$ cat src/hdl/deq_pkg.sv
package deq_pkg;

    // Default sizes of the store.
    localparam int DEPTH_DEF      = 16;
    localparam int DATA_WIDTH_DEF = 32;

    // Fixed widths of the channel fields.
    localparam int MODE_W  = 3;
    localparam int VALUE_W = 32;
    localparam int STS_W   = 2;
    localparam int NUM_W   = 5;

    // Operation codes carried by the mode field.
    localparam logic [MODE_W-1:0] MODE_PUSH_FRONT = 3'd0;
    localparam logic [MODE_W-1:0] MODE_PUSH_BACK  = 3'd1;
    localparam logic [MODE_W-1:0] MODE_POP_FRONT  = 3'd2;
    localparam logic [MODE_W-1:0] MODE_POP_BACK   = 3'd3;
    localparam logic [MODE_W-1:0] MODE_SEARCH     = 3'd4;
    localparam logic [MODE_W-1:0] MODE_CLEAR      = 3'd5;

    // Result status codes.
    localparam logic [STS_W-1:0] STS_OK    = 2'd0;
    localparam logic [STS_W-1:0] STS_EMPTY = 2'd1;
    localparam logic [STS_W-1:0] STS_FULL  = 2'd2;

    // Commands from the controller to the datapath.
    typedef struct packed {
        logic take_in;
        logic exec;
        logic scan_step;
        logic rd_head;
        logic rd_tail;
        logic load_out;
    } deq_cmd_t;

    // Status from the datapath to the controller.
    typedef struct packed {
        logic search_go;
        logic scan_done;
        logic out_free;
    } deq_sts_t;

endpackage

$ cat src/hdl/deq_ctrl.sv
module deq_ctrl
    import deq_pkg::*;
(
    input  logic     aclk,
    input  logic     aresetn,
    input  logic     s_valid,
    output logic     s_ready,
    input  deq_sts_t sts,
    output deq_cmd_t cmd
);

    typedef enum logic [5:0] {
        ST_IDLE    = 6'b000001,
        ST_EXEC    = 6'b000010,
        ST_SCAN    = 6'b000100,
        ST_RD_HEAD = 6'b001000,
        ST_RD_TAIL = 6'b010000,
        ST_DONE    = 6'b100000
    } state_t;

    state_t state_reg;
    state_t state_next;

    // Next state and the commands issued in each state.
    always_comb begin
        state_next = state_reg;
        cmd        = '0;
        s_ready    = 1'b0;
        case (state_reg)
            ST_IDLE: begin
                s_ready = 1'b1;
                if (s_valid) begin
                    cmd.take_in = 1'b1;
                    state_next  = ST_EXEC;
                end
            end
            ST_EXEC: begin
                cmd.exec   = 1'b1;
                state_next = sts.search_go ? ST_SCAN : ST_RD_HEAD;
            end
            ST_SCAN: begin
                cmd.scan_step = 1'b1;
                if (sts.scan_done) begin
                    state_next = ST_RD_HEAD;
                end
            end
            ST_RD_HEAD: begin
                cmd.rd_head = 1'b1;
                state_next  = ST_RD_TAIL;
            end
            ST_RD_TAIL: begin
                cmd.rd_tail = 1'b1;
                state_next  = ST_DONE;
            end
            ST_DONE: begin
                if (sts.out_free) begin
                    cmd.load_out = 1'b1;
                    state_next   = ST_IDLE;
                end
            end
            default: begin
                state_next = ST_IDLE;
            end
        endcase
    end

    // State register.
    always_ff @(posedge aclk) begin
        if (!aresetn) begin
            state_reg <= ST_IDLE;
        end else begin
            state_reg <= state_next;
        end
    end

endmodule

$ cat src/hdl/deq_datapath.sv
module deq_datapath
    import deq_pkg::*;
#(
    parameter int DEPTH      = DEPTH_DEF,
    parameter int DATA_WIDTH = DATA_WIDTH_DEF
) (
    input  logic                      aclk,
    input  logic                      aresetn,
    input  deq_cmd_t                  cmd,
    output deq_sts_t                  sts,
    input  logic        [MODE_W-1:0]  s_mode,
    input  logic signed [VALUE_W-1:0] s_value,
    output logic                      m_valid,
    input  logic                      m_ready,
    output logic        [STS_W-1:0]   m_status,
    output logic                      m_found,
    output logic        [NUM_W-1:0]   m_position,
    output logic        [NUM_W-1:0]   m_count,
    output logic signed [VALUE_W-1:0] m_head_value,
    output logic signed [VALUE_W-1:0] m_tail_value,
    output logic                      m_is_empty
);

    localparam int PTR_W = $clog2(DEPTH);
    localparam int CNT_W = $clog2(DEPTH + 1);
    localparam int EXT_W = (DATA_WIDTH > VALUE_W) ? DATA_WIDTH : VALUE_W;
    localparam int WIDE_W = CNT_W + NUM_W;
    localparam logic [CNT_W-1:0] CNT_FULL = CNT_W'(DEPTH);
    localparam logic [PTR_W:0]   SUM_LIM  = (PTR_W + 1)'(DEPTH);
    localparam logic [PTR_W-1:0] PTR_LAST = PTR_W'(DEPTH - 1);

    // Ring store and its single read port.
    logic [DATA_WIDTH-1:0] entries_mem [DEPTH];
    logic [DATA_WIDTH-1:0] rd_data_reg;

    logic [MODE_W-1:0]     mode_reg;
    logic [DATA_WIDTH-1:0] key_reg;
    logic [PTR_W-1:0]      front_reg, front_next;
    logic [CNT_W-1:0]      count_reg, count_next;
    logic [STS_W-1:0]      status_reg, status_next;
    logic                  found_reg, found_next;
    logic [CNT_W-1:0]      pos_reg, pos_next;
    logic [PTR_W-1:0]      scan_idx_reg, scan_idx_next;
    logic [DATA_WIDTH-1:0] head_reg;
    logic                  out_valid_reg;

    logic signed [EXT_W-1:0] val_ext;
    logic [PTR_W-1:0]        front_dec;
    logic [PTR_W-1:0]        offset;
    logic [PTR_W:0]          slot_sum;
    logic [PTR_W-1:0]        slot_addr;
    logic                    cnt_zero;
    logic                    cnt_full;
    logic                    hit;
    logic                    scan_last;
    logic                    mem_we;
    logic [PTR_W-1:0]        wr_addr;
    logic                    rd_en;
    logic signed [EXT_W-1:0] head_ext;
    logic signed [EXT_W-1:0] tail_ext;
    logic [WIDE_W-1:0]       pos_wide;
    logic [WIDE_W-1:0]       cnt_wide;

    // Input word in stored form: sign-extended, then cut to the store width.
    assign val_ext = EXT_W'(s_value);

    assign cnt_zero  = (count_reg == '0);
    assign cnt_full  = (count_reg == CNT_FULL);
    assign front_dec = (front_reg == '0) ? PTR_LAST : front_reg - PTR_W'(1);
    assign hit       = (rd_data_reg == key_reg);
    assign scan_last = ((CNT_W'(scan_idx_reg) + CNT_W'(1)) == count_reg);

    // Ring offset for the one address computed this cycle.
    always_comb begin
        offset = '0;
        if (cmd.exec) begin
            case (mode_reg)
                MODE_PUSH_BACK: offset = count_reg[PTR_W-1:0];
                MODE_POP_FRONT: offset = PTR_W'(1);
                default:        offset = '0;
            endcase
        end else if (cmd.scan_step) begin
            offset = scan_idx_reg + PTR_W'(1);
        end else if (cmd.rd_tail && !cnt_zero) begin
            offset = PTR_W'(count_reg - CNT_W'(1));
        end
    end

    // Front plus offset, wrapped once around the ring.
    assign slot_sum  = {1'b0, front_reg} + {1'b0, offset};
    assign slot_addr = (slot_sum >= SUM_LIM) ? PTR_W'(slot_sum - SUM_LIM)
                                             : slot_sum[PTR_W-1:0];

    // Operation step and search step.
    always_comb begin
        front_next    = front_reg;
        count_next    = count_reg;
        status_next   = status_reg;
        found_next    = found_reg;
        pos_next      = pos_reg;
        scan_idx_next = scan_idx_reg;
        mem_we        = 1'b0;
        wr_addr       = slot_addr;
        if (cmd.exec) begin
            status_next   = STS_OK;
            found_next    = 1'b0;
            pos_next      = '0;
            scan_idx_next = '0;
            case (mode_reg)
                MODE_PUSH_FRONT: begin
                    if (cnt_full) begin
                        status_next = STS_FULL;
                    end else begin
                        front_next = front_dec;
                        count_next = count_reg + CNT_W'(1);
                        mem_we     = 1'b1;
                        wr_addr    = front_dec;
                    end
                end
                MODE_PUSH_BACK: begin
                    if (cnt_full) begin
                        status_next = STS_FULL;
                    end else begin
                        count_next = count_reg + CNT_W'(1);
                        mem_we     = 1'b1;
                    end
                end
                MODE_POP_FRONT: begin
                    if (cnt_zero) begin
                        status_next = STS_EMPTY;
                    end else begin
                        count_next = count_reg - CNT_W'(1);
                        front_next = (count_reg == CNT_W'(1)) ? '0 : slot_addr;
                    end
                end
                MODE_POP_BACK: begin
                    if (cnt_zero) begin
                        status_next = STS_EMPTY;
                    end else begin
                        count_next = count_reg - CNT_W'(1);
                        if (count_reg == CNT_W'(1)) begin
                            front_next = '0;
                        end
                    end
                end
                MODE_CLEAR: begin
                    count_next = '0;
                    front_next = '0;
                end
                default: begin
                end
            endcase
        end else if (cmd.scan_step) begin
            if (hit) begin
                found_next = 1'b1;
                pos_next   = CNT_W'(scan_idx_reg) + CNT_W'(1);
            end else if (!scan_last) begin
                scan_idx_next = scan_idx_reg + PTR_W'(1);
            end
        end
    end

    // Search reads go only to live entries; the head and tail reads are issued even when the queue is empty.
    assign rd_en = (cmd.exec && (mode_reg == MODE_SEARCH) && !cnt_zero)
                 || (cmd.scan_step && !hit && !scan_last)
                 || cmd.rd_head || cmd.rd_tail;

    assign sts.search_go = (mode_reg == MODE_SEARCH) && !cnt_zero;
    assign sts.scan_done = hit || scan_last;
    assign sts.out_free  = !out_valid_reg || m_ready;

    // Store write and registered read.
    always_ff @(posedge aclk) begin
        if (mem_we) begin
            entries_mem[wr_addr] <= key_reg;
        end
        if (rd_en) begin
            rd_data_reg <= entries_mem[slot_addr];
        end
    end

    // Queue pointers.
    always_ff @(posedge aclk) begin
        if (!aresetn) begin
            front_reg <= '0;
            count_reg <= '0;
        end else begin
            front_reg <= front_next;
            count_reg <= count_next;
        end
    end

    // Latched request and per-operation results.
    always_ff @(posedge aclk) begin
        if (cmd.take_in) begin
            mode_reg <= s_mode;
            key_reg  <= val_ext[DATA_WIDTH-1:0];
        end
        if (cmd.rd_tail) begin
            head_reg <= rd_data_reg;
        end
        status_reg   <= status_next;
        found_reg    <= found_next;
        pos_reg      <= pos_next;
        scan_idx_reg <= scan_idx_next;
    end

    // Stored words are read back sign-extended.
    assign head_ext = EXT_W'($signed(head_reg));
    assign tail_ext = EXT_W'($signed(rd_data_reg));
    assign pos_wide = WIDE_W'(pos_reg);
    assign cnt_wide = WIDE_W'(count_reg);

    // Output register: the result word waits here until taken.
    always_ff @(posedge aclk) begin
        if (!aresetn) begin
            out_valid_reg <= 1'b0;
        end else if (cmd.load_out) begin
            out_valid_reg <= 1'b1;
        end else if (m_ready) begin
            out_valid_reg <= 1'b0;
        end
    end

    always_ff @(posedge aclk) begin
        if (cmd.load_out) begin
            m_status     <= status_reg;
            m_found      <= found_reg;
            m_position   <= pos_wide[NUM_W-1:0];
            m_count      <= cnt_wide[NUM_W-1:0];
            m_head_value <= cnt_zero ? '0 : head_ext[VALUE_W-1:0];
            m_tail_value <= cnt_zero ? '0 : tail_ext[VALUE_W-1:0];
            m_is_empty   <= cnt_zero;
        end
    end

    assign m_valid = out_valid_reg;

endmodule

$ cat src/hdl/double_ended_queue_with_search.sv
// Channel   Ports                                             Direction
// --------  ------------------------------------------------  ---------
// input     s_valid s_ready s_mode s_value                    in
// result    m_valid m_ready m_status m_found m_position       out
//           m_count m_head_value m_tail_value m_is_empty
//
// Push, pop, clear: the accepted word steps through EXEC, RD_HEAD, RD_TAIL and DONE.
// Search: SCAN comes between EXEC and RD_HEAD and compares one stored word per
// cycle through the single read port of the ring store, until a hit or the last entry.
// Reset (aresetn low, synchronous) empties the queue; the store needs no clearing pass.
// A result word waits in the output register; the next input word is taken
// meanwhile, and the result stage holds only while that register is still full.
module double_ended_queue_with_search
    import deq_pkg::*;
#(
    parameter int DEPTH      = DEPTH_DEF,
    parameter int DATA_WIDTH = DATA_WIDTH_DEF
) (
    input  logic                      aclk,
    input  logic                      aresetn,
    input  logic                      s_valid,
    output logic                      s_ready,
    input  logic        [MODE_W-1:0]  s_mode,
    input  logic signed [VALUE_W-1:0] s_value,
    output logic                      m_valid,
    input  logic                      m_ready,
    output logic        [STS_W-1:0]   m_status,
    output logic                      m_found,
    output logic        [NUM_W-1:0]   m_position,
    output logic        [NUM_W-1:0]   m_count,
    output logic signed [VALUE_W-1:0] m_head_value,
    output logic signed [VALUE_W-1:0] m_tail_value,
    output logic                      m_is_empty
);

    deq_cmd_t cmd;
    deq_sts_t sts;

    // Operation sequencer.
    deq_ctrl u_ctrl (
        .aclk    (aclk),
        .aresetn (aresetn),
        .s_valid (s_valid),
        .s_ready (s_ready),
        .sts     (sts),
        .cmd     (cmd)
    );

    // Ring store, pointers and output register.
    deq_datapath #(
        .DEPTH      (DEPTH),
        .DATA_WIDTH (DATA_WIDTH)
    ) u_datapath (
        .aclk         (aclk),
        .aresetn      (aresetn),
        .cmd          (cmd),
        .sts          (sts),
        .s_mode       (s_mode),
        .s_value      (s_value),
        .m_valid      (m_valid),
        .m_ready      (m_ready),
        .m_status     (m_status),
        .m_found      (m_found),
        .m_position   (m_position),
        .m_count      (m_count),
        .m_head_value (m_head_value),
        .m_tail_value (m_tail_value),
        .m_is_empty   (m_is_empty)
    );

`ifndef ASSERT_OFF
    // One word is worked on at a time: no accept right after an accept.
    a_no_back_to_back: assert property (@(posedge aclk) disable iff (!aresetn)
        (s_valid && s_ready) |=> !s_ready)
        else $error("input accepted while previous word still in work");

    // The sequencer issues at most one command per cycle.
    a_one_cmd: assert property (@(posedge aclk) disable iff (!aresetn)
        $onehot0({cmd.take_in, cmd.exec, cmd.scan_step, cmd.rd_head, cmd.rd_tail,
                  cmd.load_out}))
        else $error("more than one command issued");

    // The output register is never overwritten while a word still waits.
    a_no_overwrite: assert property (@(posedge aclk) disable iff (!aresetn)
        cmd.load_out |-> sts.out_free)
        else $error("result loaded over a pending word");

    // A failed push or pop never reports a search hit.
    a_status_found: assert property (@(posedge aclk) disable iff (!aresetn)
        (m_valid && (m_status != STS_OK)) |-> !m_found)
        else $error("found flag set on a failed operation");
`endif

endmodule

$ cat config.mk
export PLATFORM = sky130hd
export DESIGN_NAME = double_ended_queue_with_search
export DESIGN_NICKNAME = d
export VERILOG_FILES = /design/src/hdl/deq_pkg.sv /design/src/hdl/deq_ctrl.sv /design/src/hdl/deq_datapath.sv /design/src/hdl/double_ended_queue_with_search.sv
export SDC_FILE = /design/constraint.sdc
export NUM_CORES = 1
export LEC_CHECK = 0
export BUFFER_PORTS_ARGS = -buffer_cell sky130_fd_sc_hd__buf_2
export CAP_MARGIN = 20
export CELL_PAD_IN_SITES_DETAIL_PLACEMENT = 2
export CELL_PAD_IN_SITES_GLOBAL_PLACEMENT = 2
export CORE_AREA = 2 2 257 259
export CTS_CLUSTER_DIAMETER = 50
export DETAILED_ROUTE_END_ITERATION = 7
export DIE_AREA = 0 0 259 261
export PLACE_DENSITY = 0.76
export SYNTH_ARGS = -nofsm -noshare
export SYNTH_HDL_FRONTEND = slang
export SYNTH_SLANG_ARGS = --single-unit
$ cat constraint.sdc
create_clock -name aclk -period 5.89 [get_ports aclk]
set_input_delay 1.178 -clock aclk [delete_from_list [all_inputs] [get_ports aclk]]
set_output_delay 1.178 -clock aclk [all_outputs]
set_load 0.02 [all_outputs]
==> impl_metrics.json, run 1 <==
{
  "final.setup_skew_ns": 0.0294,
  "final.setup.worst_slack_ns": 0.437,
  "reg2reg_setup_slack_ns": 0.44,
  "cap_violations": 0,
  "placedCellCount": 2550,
  "synth.distinct_cells": 60,
  "cts_resized": 0,
  "grt_max_degree": 68,
  "clockBufferDepth": 3,
  "power.leakage_nw": 10.9,
  "post-route-period-util": 0.926,
  "antenna_found_initial": 1,
  "insertion_delay_ns": 0.65,
  "ir_drop_v": 0.000183,
  "r2r_end": "u_datapath.entries_mem[7][24]",
  "drtAntennaViolNets": 0,
  "rr_startpoint": "u_datapath.count_reg[0]",
  "postCtsSetupRepairBufs": 0,
  "start_util": 0.445,
  "cts_root_buf": "clkbuf_16",
  "period_needed_ns": 5.45,
  "synth_edf_count": 691,
  "synthToLayoutAreaGrowth_pct": 17.1,
  "syn-cell-area_um2": 28900,
  "postSynth.asyncResetShare": 0,
  "avgSynthCellArea_um2": 18.2,
  "hold_path_class": "flop to flop",
  "synth_top_area_frac": 0.718,
  "synth_top_cell_by_area": "edfxtp_1",
  "wl_per_cell_um": 35.8,
  "synth_common_cells": "691 x edfxtp_1, 130 x o22ai_1, 128 x mux4_2",
  "grt_setup_unrepaired": "false",
  "largest_register_ffs": 512,
  "fp.coreArea_um2": 65000,
  "fin_cells": 2709,
  "viasPerCell": 6.46,
  "syn_nets": 1641,
  "final_nets": 1826,
  "cellPowerDensity_nw_per_um2": 369,
  "setup-tns-final_ns": 0,
  "postSynthRegisterBits": 717,
  "drt_iter0_drc": 2148,
  "power_w": 0.0125,
  "yosys-top-cells-area": "edfxtp_1 72%, mux4_2 10%, o22ai_1 2.8%",
  "h-tree-depth": 3,
  "critPathLaunchType": "flop",
  "ys.flop_type": "edfxtp_1",
  "fmax_ghz": 0.183,
  "hpwl_mm": 60.4,
  "syn-instance-count": 1590,
  "slew_headroom": 0.221,
  "critPathCaptureType": "flop",
  "totalWireLength_mm": 97.0,
  "yosys_warnings": 0,
  "place_congestion": 0.819,
  "largest-register": "u_datapath.entries_mem",
  "crit_fanout": 21,
  "cts_hold_buf": 0,
  "cts.sinks": 717,
  "port_buffers": 118,
  "path_clk_slew_ns": 0.06,
  "fin_util": 0.521,
  "holdPathEnd": "u_datapath.m_position[3]",
  "hold_start": "u_datapath.pos_reg[3]",
  "die_height_um": 261,
  "hold_viol": 0,
  "hold_depth": 0,
  "yosysSeqAreaShare": 0.736,
  "drv_slew": 0,
  "synth_most_common_cell": "edfxtp_1",
  "boundaryPins": 119,
  "grt_pass1_vias": 18800,
  "tightest_slew_ns": 1.17,
  "grt_pass1_wl_mm": 140,
  "setup_violations": 0,
  "track_usage": 0.290,
  "rows": 94,
  "crit_type": "flop to flop",
  "diodes": 0,
  "preCtsSetupSlack_ns": 0.550,
  "overflow": 0,
  "drcViolationCount": 0,
  "crit_required_ns": 6.18,
  "status": "finished, final reports clean",
  "dieWidth_um": 259,
  "die_area_um2": 67600,
  "r2r_cells": 13,
  "cts_tree": "yes",
  "dr.pass1.iters": 5,
  "drive_gt1_frac": 0.260,
  "dr_total_vias": 17500,
  "arrival_ns": 5.74,
  "numCtsBuffers": 83
}
## critical path, stage by stage, from the launching register on
cell and delay [ns]:
dfxtp_1 0.60, inv_1 0.16, ha_1 0.26, nor4b_2 0.17, nand3b_1 0.30, o221ai_1 0.33, ha_4 0.19, inv_1 0.06
fa_4 0.69, mux2_2 0.34, nor4_1 0.48, nand2_1 0.50, nor2_4 0.55, buf_4 0.44
## logic make-up (layout without fill, tap and decap cells)
kind of cell / after synthesis / after routing / share of synthesized area
buffers and inverters: 107 / 362 / 0.0146
AO/OA/AOI/OAI: 294 / 294 / 0.0720
XOR/XNOR: 47 / 47 / 0.0147
flip-flops: 717 / 717 / 0.736
AND/OR/NAND/NOR: 277 / 277 / 0.0551
multiplexers: 136 / 136 / 0.103
adder cells (fa/ha/maj): 12 / 12 / 0.00545
## cells in the final DEF (no fill, tap or decap), types with 11 or more instances in the layout
cell and n:
buf_2 119, inv_1 15, nor2_1 21, o21a_1 36
dfxtp_1 26, and2_1 36, clkbuf_16 85, xor2_1 38
nor4_1 44, o22a_1 34, mux4_2 128, buf_4 57
clkinv_1 14, edfxtp_1 691, buf_12 14, clkinv_2 11
nor2_4 16, o221ai_1 35, nor2b_1 69, o22ai_1 129
a21oi_1 16, clkbuf_1 15, nand2_1 30
## power breakdown
part | total [W] | internal [W] | switching [W]
Clock | 0.00519 | 0.00298 | 0.00221
Combinational | 0.00113 | 0.000359 | 0.000768
Sequential | 0.00620 | 0.00593 | 0.000265
## worst max path at each step
stage | start | to | slack [ns] | depth (start not counted)
6_report | u_datapath.count_reg[0] | u_datapath.entries_mem[7][24] | 0.44 | 13
5_1_grt | u_datapath.count_reg[0] | u_datapath.entries_mem[7][24] | 0.22 | 13
4_1_cts | u_datapath.count_reg[0] | u_datapath.entries_mem[6][25] | 0.40 | 12
3_5_place_dp | u_datapath.count_reg[0] | u_datapath.entries_mem[7][24] | 0.55 | 13
3_3_place_gp | u_datapath.count_reg[0] | u_datapath.entries_mem[7][28] | 0.78 | 13
2_1_floorplan | u_ctrl.state_reg[3] | u_datapath.entries_mem[4][0] | 0.46 | 15
## cell type report
| type | instances | area (um2) |
|---|---|---|
| fill | 5713 | 31200 |
| sequential | 717 | 21300 |
| multi-input combinational | 766 | 7420 |
| clock buffer | 100 | 2180 |
| timing repair buffer | 191 | 1330 |
| tap | 864 | 1080 |
| clock inverter | 55 | 522 |
| inverter | 16 | 60.1 |
## routing by layer
metal | wire length [um] | share of wire | global-route usage | vias up
met5 | 11 | 0.00011 | 0 | -
met4 | 4180 | 0.043 | 0.124 | 2
met3 | 8320 | 0.086 | 0.0605 | 282
met2 | 45900 | 0.47 | 0.463 | 1073
met1 | 38600 | 0.40 | 0.389 | 9179
li1 | - | - | - | 6955
## stage by stage
stage	hold WS [ns]	instance area (um2)
after floorplan	0.400	28900
after global placement	0.409	31100
after detailed placement	0.424	31100
after CTS	0.438	33800
after global routing	0.455	33900
final	0.436	33900
No activity file was read; power rests on OpenSTA's default activity.
==> inputs of run 2 (changes only) <==
--- a/config.mk
+++ b/config.mk
@@ -7,7 +7,7 @@
 export LEC_CHECK = 0
 export BUFFER_PORTS_ARGS = -buffer_cell sky130_fd_sc_hd__buf_2
 export CAP_MARGIN = 20
-export CELL_PAD_IN_SITES_DETAIL_PLACEMENT = 2
+export CELL_PAD_IN_SITES_DETAIL_PLACEMENT = 1
 export CELL_PAD_IN_SITES_GLOBAL_PLACEMENT = 2
 export CORE_AREA = 2 2 257 259
 export CTS_CLUSTER_DIAMETER = 50
==> run 2 against run 1 <==
Net effect:
- critical path type unchanged
- via count down 6.9%
- worst hold slack worse by 0.0097 ns
- critical endpoint is now u_datapath.rd_data_reg[27]
- fmax up 4.9%
- non-clock buffer count unchanged
- routed wire length down 23%
==> impl_metrics.json, run 2 (synthesis gave the netlist of run 1 again) <==
{
  "drt_iter0_drc": 1598,
  "grt_pass1_vias": 16800,
  "diodes": 0,
  "track_usage": 0.221,
  "slowest_stage": "nand3_2",
  "postLayoutCellArea_um2": 33800,
  "insertion_delay_ns": 0.63,
  "cp_slowest_stage_delay_ns": 0.80,
  "cts.sinks": 717,
  "crit_required_ns": 6.26,
  "postCtsSetupRepairBufs": 0,
  "crit_chain": "inv_1 -> ha_1 -> nor4b_2 -> nand3b_1 -> o221ai_1 -> ha_4 -> inv_1 -> fa_4 -> xor2_1 -> nand3_2 -> buf_4 -> buf_4 -> o22ai_1 -> o21a_1 -> nor4_1",
  "overflow": 0,
  "dr.pass1.iters": 5,
  "fmax_ghz": 0.192,
  "antenna_found_initial": 0,
  "drive_gt1_frac": 0.260,
  "power.leakage_nw": 10.9,
  "tightest_slew_ns": 0.934,
  "h-tree-depth": 3,
  "numCtsBuffers": 83,
  "critPathLaunchType": "flop",
  "die_area_um2": 67600,
  "path_clk_slew_ns": 0.06,
  "post-route-period-util": 0.883,
  "drtAntennaViolNets": 0,
  "grt_setup_unrepaired": "false",
  "critPathCaptureType": "flop",
  "setup-tns-final_ns": 0,
  "start_util": 0.445,
  "power_w": 0.0121,
  "boundaryPins": 119,
  "largest-register": "u_datapath.entries_mem",
  "cts_tree": "yes",
  "period_needed_ns": 5.20,
  "port_buffers": 118,
  "placed_cell_area_um2": 31100,
  "drv_slew": 0,
  "die_height_um": 261,
  "hpwl_mm": 48.6,
  "hold_path_class": "flop to flop",
  "dr_total_vias": 16300,
  "fp.coreArea_um2": 65000,
  "crit_type": "flop to flop",
  "setup_violations": 0,
  "clockBufferDepth": 3,
  "final_nets": 1826,
  "cap_violations": 0,
  "place_congestion": 0.819,
  "totalWireLength_mm": 74.4,
  "final.setup_skew_ns": 0.0294,
  "grt_max_degree": 68,
  "fin_util": 0.519,
  "wl_per_cell_um": 27.5,
  "arrival_ns": 5.57,
  "rows": 94,
  "viasPerCell": 6.03,
  "status": "finished, final reports clean",
  "final_cell_mix": "691 x edfxtp_1, 129 x o22ai_1, 128 x mux4_2, 118 x buf_2, 84 x clkbuf_16",
  "largest_register_ffs": 512,
  "synthToLayoutAreaGrowth_pct": 16.7,
  "placedCellCount": 2550,
  "fin_cells": 2701,
  "grt_pass1_wl_mm": 111,
  "dieWidth_um": 259,
  "cts_hold_buf": 0,
  "ir_drop_v": 0.000176,
  "drcViolationCount": 0,
  "cts_resized": 0,
  "crit_fanout": 32,
  "cellPowerDensity_nw_per_um2": 357,
  "cts_root_buf": "clkbuf_16",
  "layout_commonest_cell": "edfxtp_1",
  "hold_viol": 0,
  "slew_headroom": 0.377
}
-- run 2: critical path, delay by kind of cell, from the launching register on --
kind | cells | cell delay, ns
AND/OR/NAND/NOR | 4 | 1.34
adder cells (fa/ha/maj) | 3 | 0.96
buffers and inverters | 4 | 0.86
AO/OA/AOI/OAI | 3 | 0.67
flip-flops | 1 | 0.58
XOR/XNOR | 1 | 0.52
-- run 2: routing by layer --
layer	share of wire	GRT usage	wire length, um
met4	0.019	0.0684	1430
met5	0	0	0
met1	0.45	0.332	33600
met2	0.46	0.335	33900
met3	0.073	0.0350	5460
-- run 2: final timing paths --
check / from / endpoint / slack, ns / cells past startpoint
worst min-delay path: u_datapath.status_reg[0] / u_datapath.m_status[0] / 0.43 / 0
worst max-delay path: u_datapath.count_reg[0] / u_datapath.rd_data_reg[27] / 0.69 / 15
worst max register to register: u_datapath.count_reg[0] / u_datapath.rd_data_reg[27] / 0.69 / 15
worst min register to register: u_datapath.status_reg[0] / u_datapath.m_status[0] / 0.43 / 0
-- run 2: cell type report --
cell class / instances / area (um2)
fillers: 5955 / 31300
repair buffers: 191 / 1330
well taps: 864 / 1080
multi-input cells: 766 / 7420
clock inverters: 49 / 427
inverters: 16 / 60.1
clock buffers: 98 / 2160
flip-flops and latches: 717 / 21300
-- run 2: through the flow --
step                      worst slack (ns)  hold slack [ns]
after global placement               0.780            0.409
after detailed placement             0.728            0.415
after floorplan                      0.463            0.400
after CTS                            0.703            0.429
final                                0.690            0.426
after global routing                 0.351            0.428
-- run 2: power by group --
group	switching (W)	leakage, nW	internal, W	total (W)
clock	0.00208	1.25	0.00279	0.00487
sequential	0.000223	6.45	0.00593	0.00615
combinational	0.000681	3.15	0.000358	0.00104
total	0.00298	10.9	0.00908	0.0121
==> inputs of run 3 (changes only) <==
--- a/config.mk
+++ b/config.mk
@@ -5,15 +5,16 @@
 export SDC_FILE = /design/constraint.sdc
 export NUM_CORES = 1
 export LEC_CHECK = 0
+export ABC_AREA = 1
 export BUFFER_PORTS_ARGS = -buffer_cell sky130_fd_sc_hd__buf_2
 export CAP_MARGIN = 20
 export CELL_PAD_IN_SITES_DETAIL_PLACEMENT = 1
 export CELL_PAD_IN_SITES_GLOBAL_PLACEMENT = 2
-export CORE_AREA = 2 2 257 259
+export CORE_AREA = 2 2 258 260
 export CTS_CLUSTER_DIAMETER = 50
 export DETAILED_ROUTE_END_ITERATION = 7
-export DIE_AREA = 0 0 259 261
-export PLACE_DENSITY = 0.76
+export DIE_AREA = 0 0 260 262
+export PLACE_DENSITY = 0.8
 export SYNTH_ARGS = -nofsm -noshare
 export SYNTH_HDL_FRONTEND = slang
 export SYNTH_SLANG_ARGS = --single-unit
==> constraint.sdc (replaced) <==
create_clock -name aclk -period 5.5 [get_ports aclk]
set_input_delay 1.1 -clock aclk [delete_from_list [all_inputs] [get_ports aclk]]
set_output_delay 1.1 -clock aclk [all_outputs]
set_load 0.02 [all_outputs]
==> run 3 against run 2 <==
Net effect:
- combinational power is 53% lower
- worst hold slack gained 0.00068 ns
- sequential power is essentially flat
- clock skew down 0.0095 ns
- routed wire length increased by 0.79%
- clock power up 11%
- fmax grew 14%
- non-clock buffer count down 37
- via count is 8.5% higher
- worst setup slack improved by 0.25 ns
- cell count rose by 18%
- critical endpoint is now u_datapath.rd_data_reg[20]
- largest cell class unchanged
==> impl_metrics.json, run 3 <==
{
  "die_area_um2": 68100,
  "cellPowerDensity_nw_per_um2": 367,
  "h-tree-depth": 3,
  "diodes": 0,
  "arrival_ns": 5.02,
  "hold_path_class": "flop to flop",
  "yosys_warnings": 0,
  "viasPerCell": 5.53,
  "clockBufferDepth": 3,
  "start_util": 0.435,
  "synth_edf_count": 691,
  "dieWidth_um": 260,
  "fin_util": 0.503,
  "final.setup_skew_ns": 0.0199,
  "avgSynthCellArea_um2": 13.2,
  "synth_top_area_frac": 0.731,
  "ys.flop_type": "edfxtp_1",
  "postSynth.asyncResetShare": 0,
  "fmax_ghz": 0.219,
  "crit_family": "buffers and inverters",
  "boundaryPins": 119,
  "setup_violations": 0,
  "rows": 94,
  "insertion_delay_ns": 0.62,
  "hold_viol": 0,
  "drt_iter0_drc": 1482,
  "synth.distinct_cells": 45,
  "largest_register_ffs": 512,
  "postLayoutCellArea_um2": 32800,
  "cts_root_buf": "clkbuf_16",
  "tightest_slew_ns": 1.17,
  "track_usage": 0.220,
  "wl_per_cell_um": 23.5,
  "dr_total_vias": 17700,
  "syn-instance-count": 2147,
  "setup-tns-final_ns": 0,
  "layout_commonest_cell": "edfxtp_1",
  "placedCellCount": 3049,
  "drcViolationCount": 0,
  "crit_buf_inv": 5,
  "syn-cell-area_um2": 28400,
  "hpwl_mm": 40.6,
  "synth_common_cells": "691 x edfxtp_1, 298 x nand2_1, 269 x o21ai_0",
  "cts.sinks": 717,
  "dr.pass1.iters": 5,
  "die_height_um": 262,
  "final_nets": 2320,
  "grt_setup_unrepaired": "false",
  "port_buffers": 118,
  "final_cell_mix": "691 x edfxtp_1, 298 x nand2_1, 269 x o21ai_0, 232 x nor2_1, 120 x inv_1",
  "status": "finished, final reports clean",
  "placed_cell_area_um2": 30200,
  "drv_slew": 0,
  "overflow": 0,
  "synth_most_common_cell": "edfxtp_1",
  "cts_resized": 0,
  "grt_pass1_wl_mm": 112,
  "slowest_stage": "buf_4",
  "cts_tree": "yes",
  "largest-register": "u_datapath.entries_mem",
  "crit_chain": "inv_1 -> ha_1 -> nand3_4 -> inv_2 -> nor2_4 -> nand2_1 -> a22oi_1 -> ha_4 -> inv_1 -> fa_2 -> buf_4 -> buf_4 -> o21ai_0 -> o221ai_1 -> o21ai_0 -> o21ai_2",
  "numCtsBuffers": 81,
  "postSynthRegisterBits": 717,
  "totalWireLength_mm": 75.0,
  "post-route-period-util": 0.829,
  "place_congestion": 0.793,
  "crit_type": "flop to flop",
  "yosys-top-cells-area": "edfxtp_1 73%, o21ai_0 4.7%, nand2_1 3.9%",
  "crit_required_ns": 5.96,
  "grt_max_degree": 111,
  "synth_top_cell_by_area": "edfxtp_1",
  "cts_hold_buf": 0,
  "syn_nets": 2198,
  "path_clk_slew_ns": 0.06,
  "fin_cells": 3197,
  "power.leakage_nw": 11.6,
  "critPathLaunchType": "flop",
  "grt_pass1_vias": 18600,
  "yosysSeqAreaShare": 0.749,
  "drive_gt1_frac": 0.165,
  "slew_headroom": 0.223,
  "fp.coreArea_um2": 65300,
  "crit_fanout": 56,
  "cp_slowest_stage_delay_ns": 0.59,
  "postCtsSetupRepairBufs": 0,
  "critPathCaptureType": "flop",
  "period_needed_ns": 4.56,
  "antenna_found_initial": 0,
  "ir_drop_v": 0.000196,
  "drtAntennaViolNets": 0,
  "synthToLayoutAreaGrowth_pct": 15.7,
  "cap_violations": 0
}
run 3: path summary, 6_finish.rpt:
| check | startpoint | to | slack, ns | depth (start not counted) |
|---|---|---|---|---|
| worst max-delay path | u_datapath.count_reg[0] | u_datapath.rd_data_reg[20] | 0.94 | 16 |
| worst min-delay path | u_datapath.status_reg[0] | u_datapath.m_status[0] | 0.43 | 0 |
| worst max register to register | u_datapath.count_reg[0] | u_datapath.rd_data_reg[20] | 0.94 | 16 |
| worst min register to register | u_datapath.status_reg[0] | u_datapath.m_status[0] | 0.43 | 0 |
run 3: worst reg2reg max path: cells and delay by family, from the launching register on:
kind            cells  cell delay, ns
compound gates      5            1.19
buf+inv             5            1.49
flops               1            0.43
simple gates        3            0.27
fa+ha+maj           3            1.04
run 3: kinds of logic (layout without fill, tap and decap cells):
kind of cell	after synthesis	after routing	synth area share
AO/OA/AOI/OAI	499	499	0.106
XOR/XNOR	33	33	0.0102
adder cells (fa/ha/maj)	12	12	0.00555
buffers and inverters	247	433	0.0362
flip-flops	717	717	0.749
AND/OR/NAND/NOR	639	639	0.0933
run 3: area by class of cell:
class / count / area [um2]
well taps: 864 / 1080
flip-flops and latches: 717 / 21300
multi-input cells: 1183 / 6280
clock buffers: 105 / 2210
inverters: 132 / 503
clock inverters: 42 / 445
fillers: 6526 / 32400
repair buffers: 154 / 1040
run 3: routing by layer:
metal | routed length, um | part of all wire | up-vias | track usage
met2 | 37000 | 0.49 | 506 | 0.373
met1 | 32400 | 0.43 | 9019 | 0.291
met3 | 3810 | 0.051 | 136 | 0.0320
met4 | 1860 | 0.025 | 0 | 0.0741
li1 | - | - | 8010 | -
met5 | 0 | 0 | - | 0
run 3: through the flow:
stage / total power (W) / setup WS (ns) / hold slack [ns]
final: 0.0121 / 0.938 / 0.426
after global routing: 0.0124 / 0.668 / 0.441
after CTS: 0.0121 / 0.918 / 0.434
after detailed placement: 0.00676 / 0.985 / 0.420
after global placement: 0.00673 / 1.18 / 0.412
after floorplan: 0.00658 / 0.593 / 0.400
run 3: power by group:
group / switching (W) / internal, W
Combinational: 0.000339 / 0.000152
Clock: 0.00218 / 0.00322
Sequential: 0.000102 / 0.00606
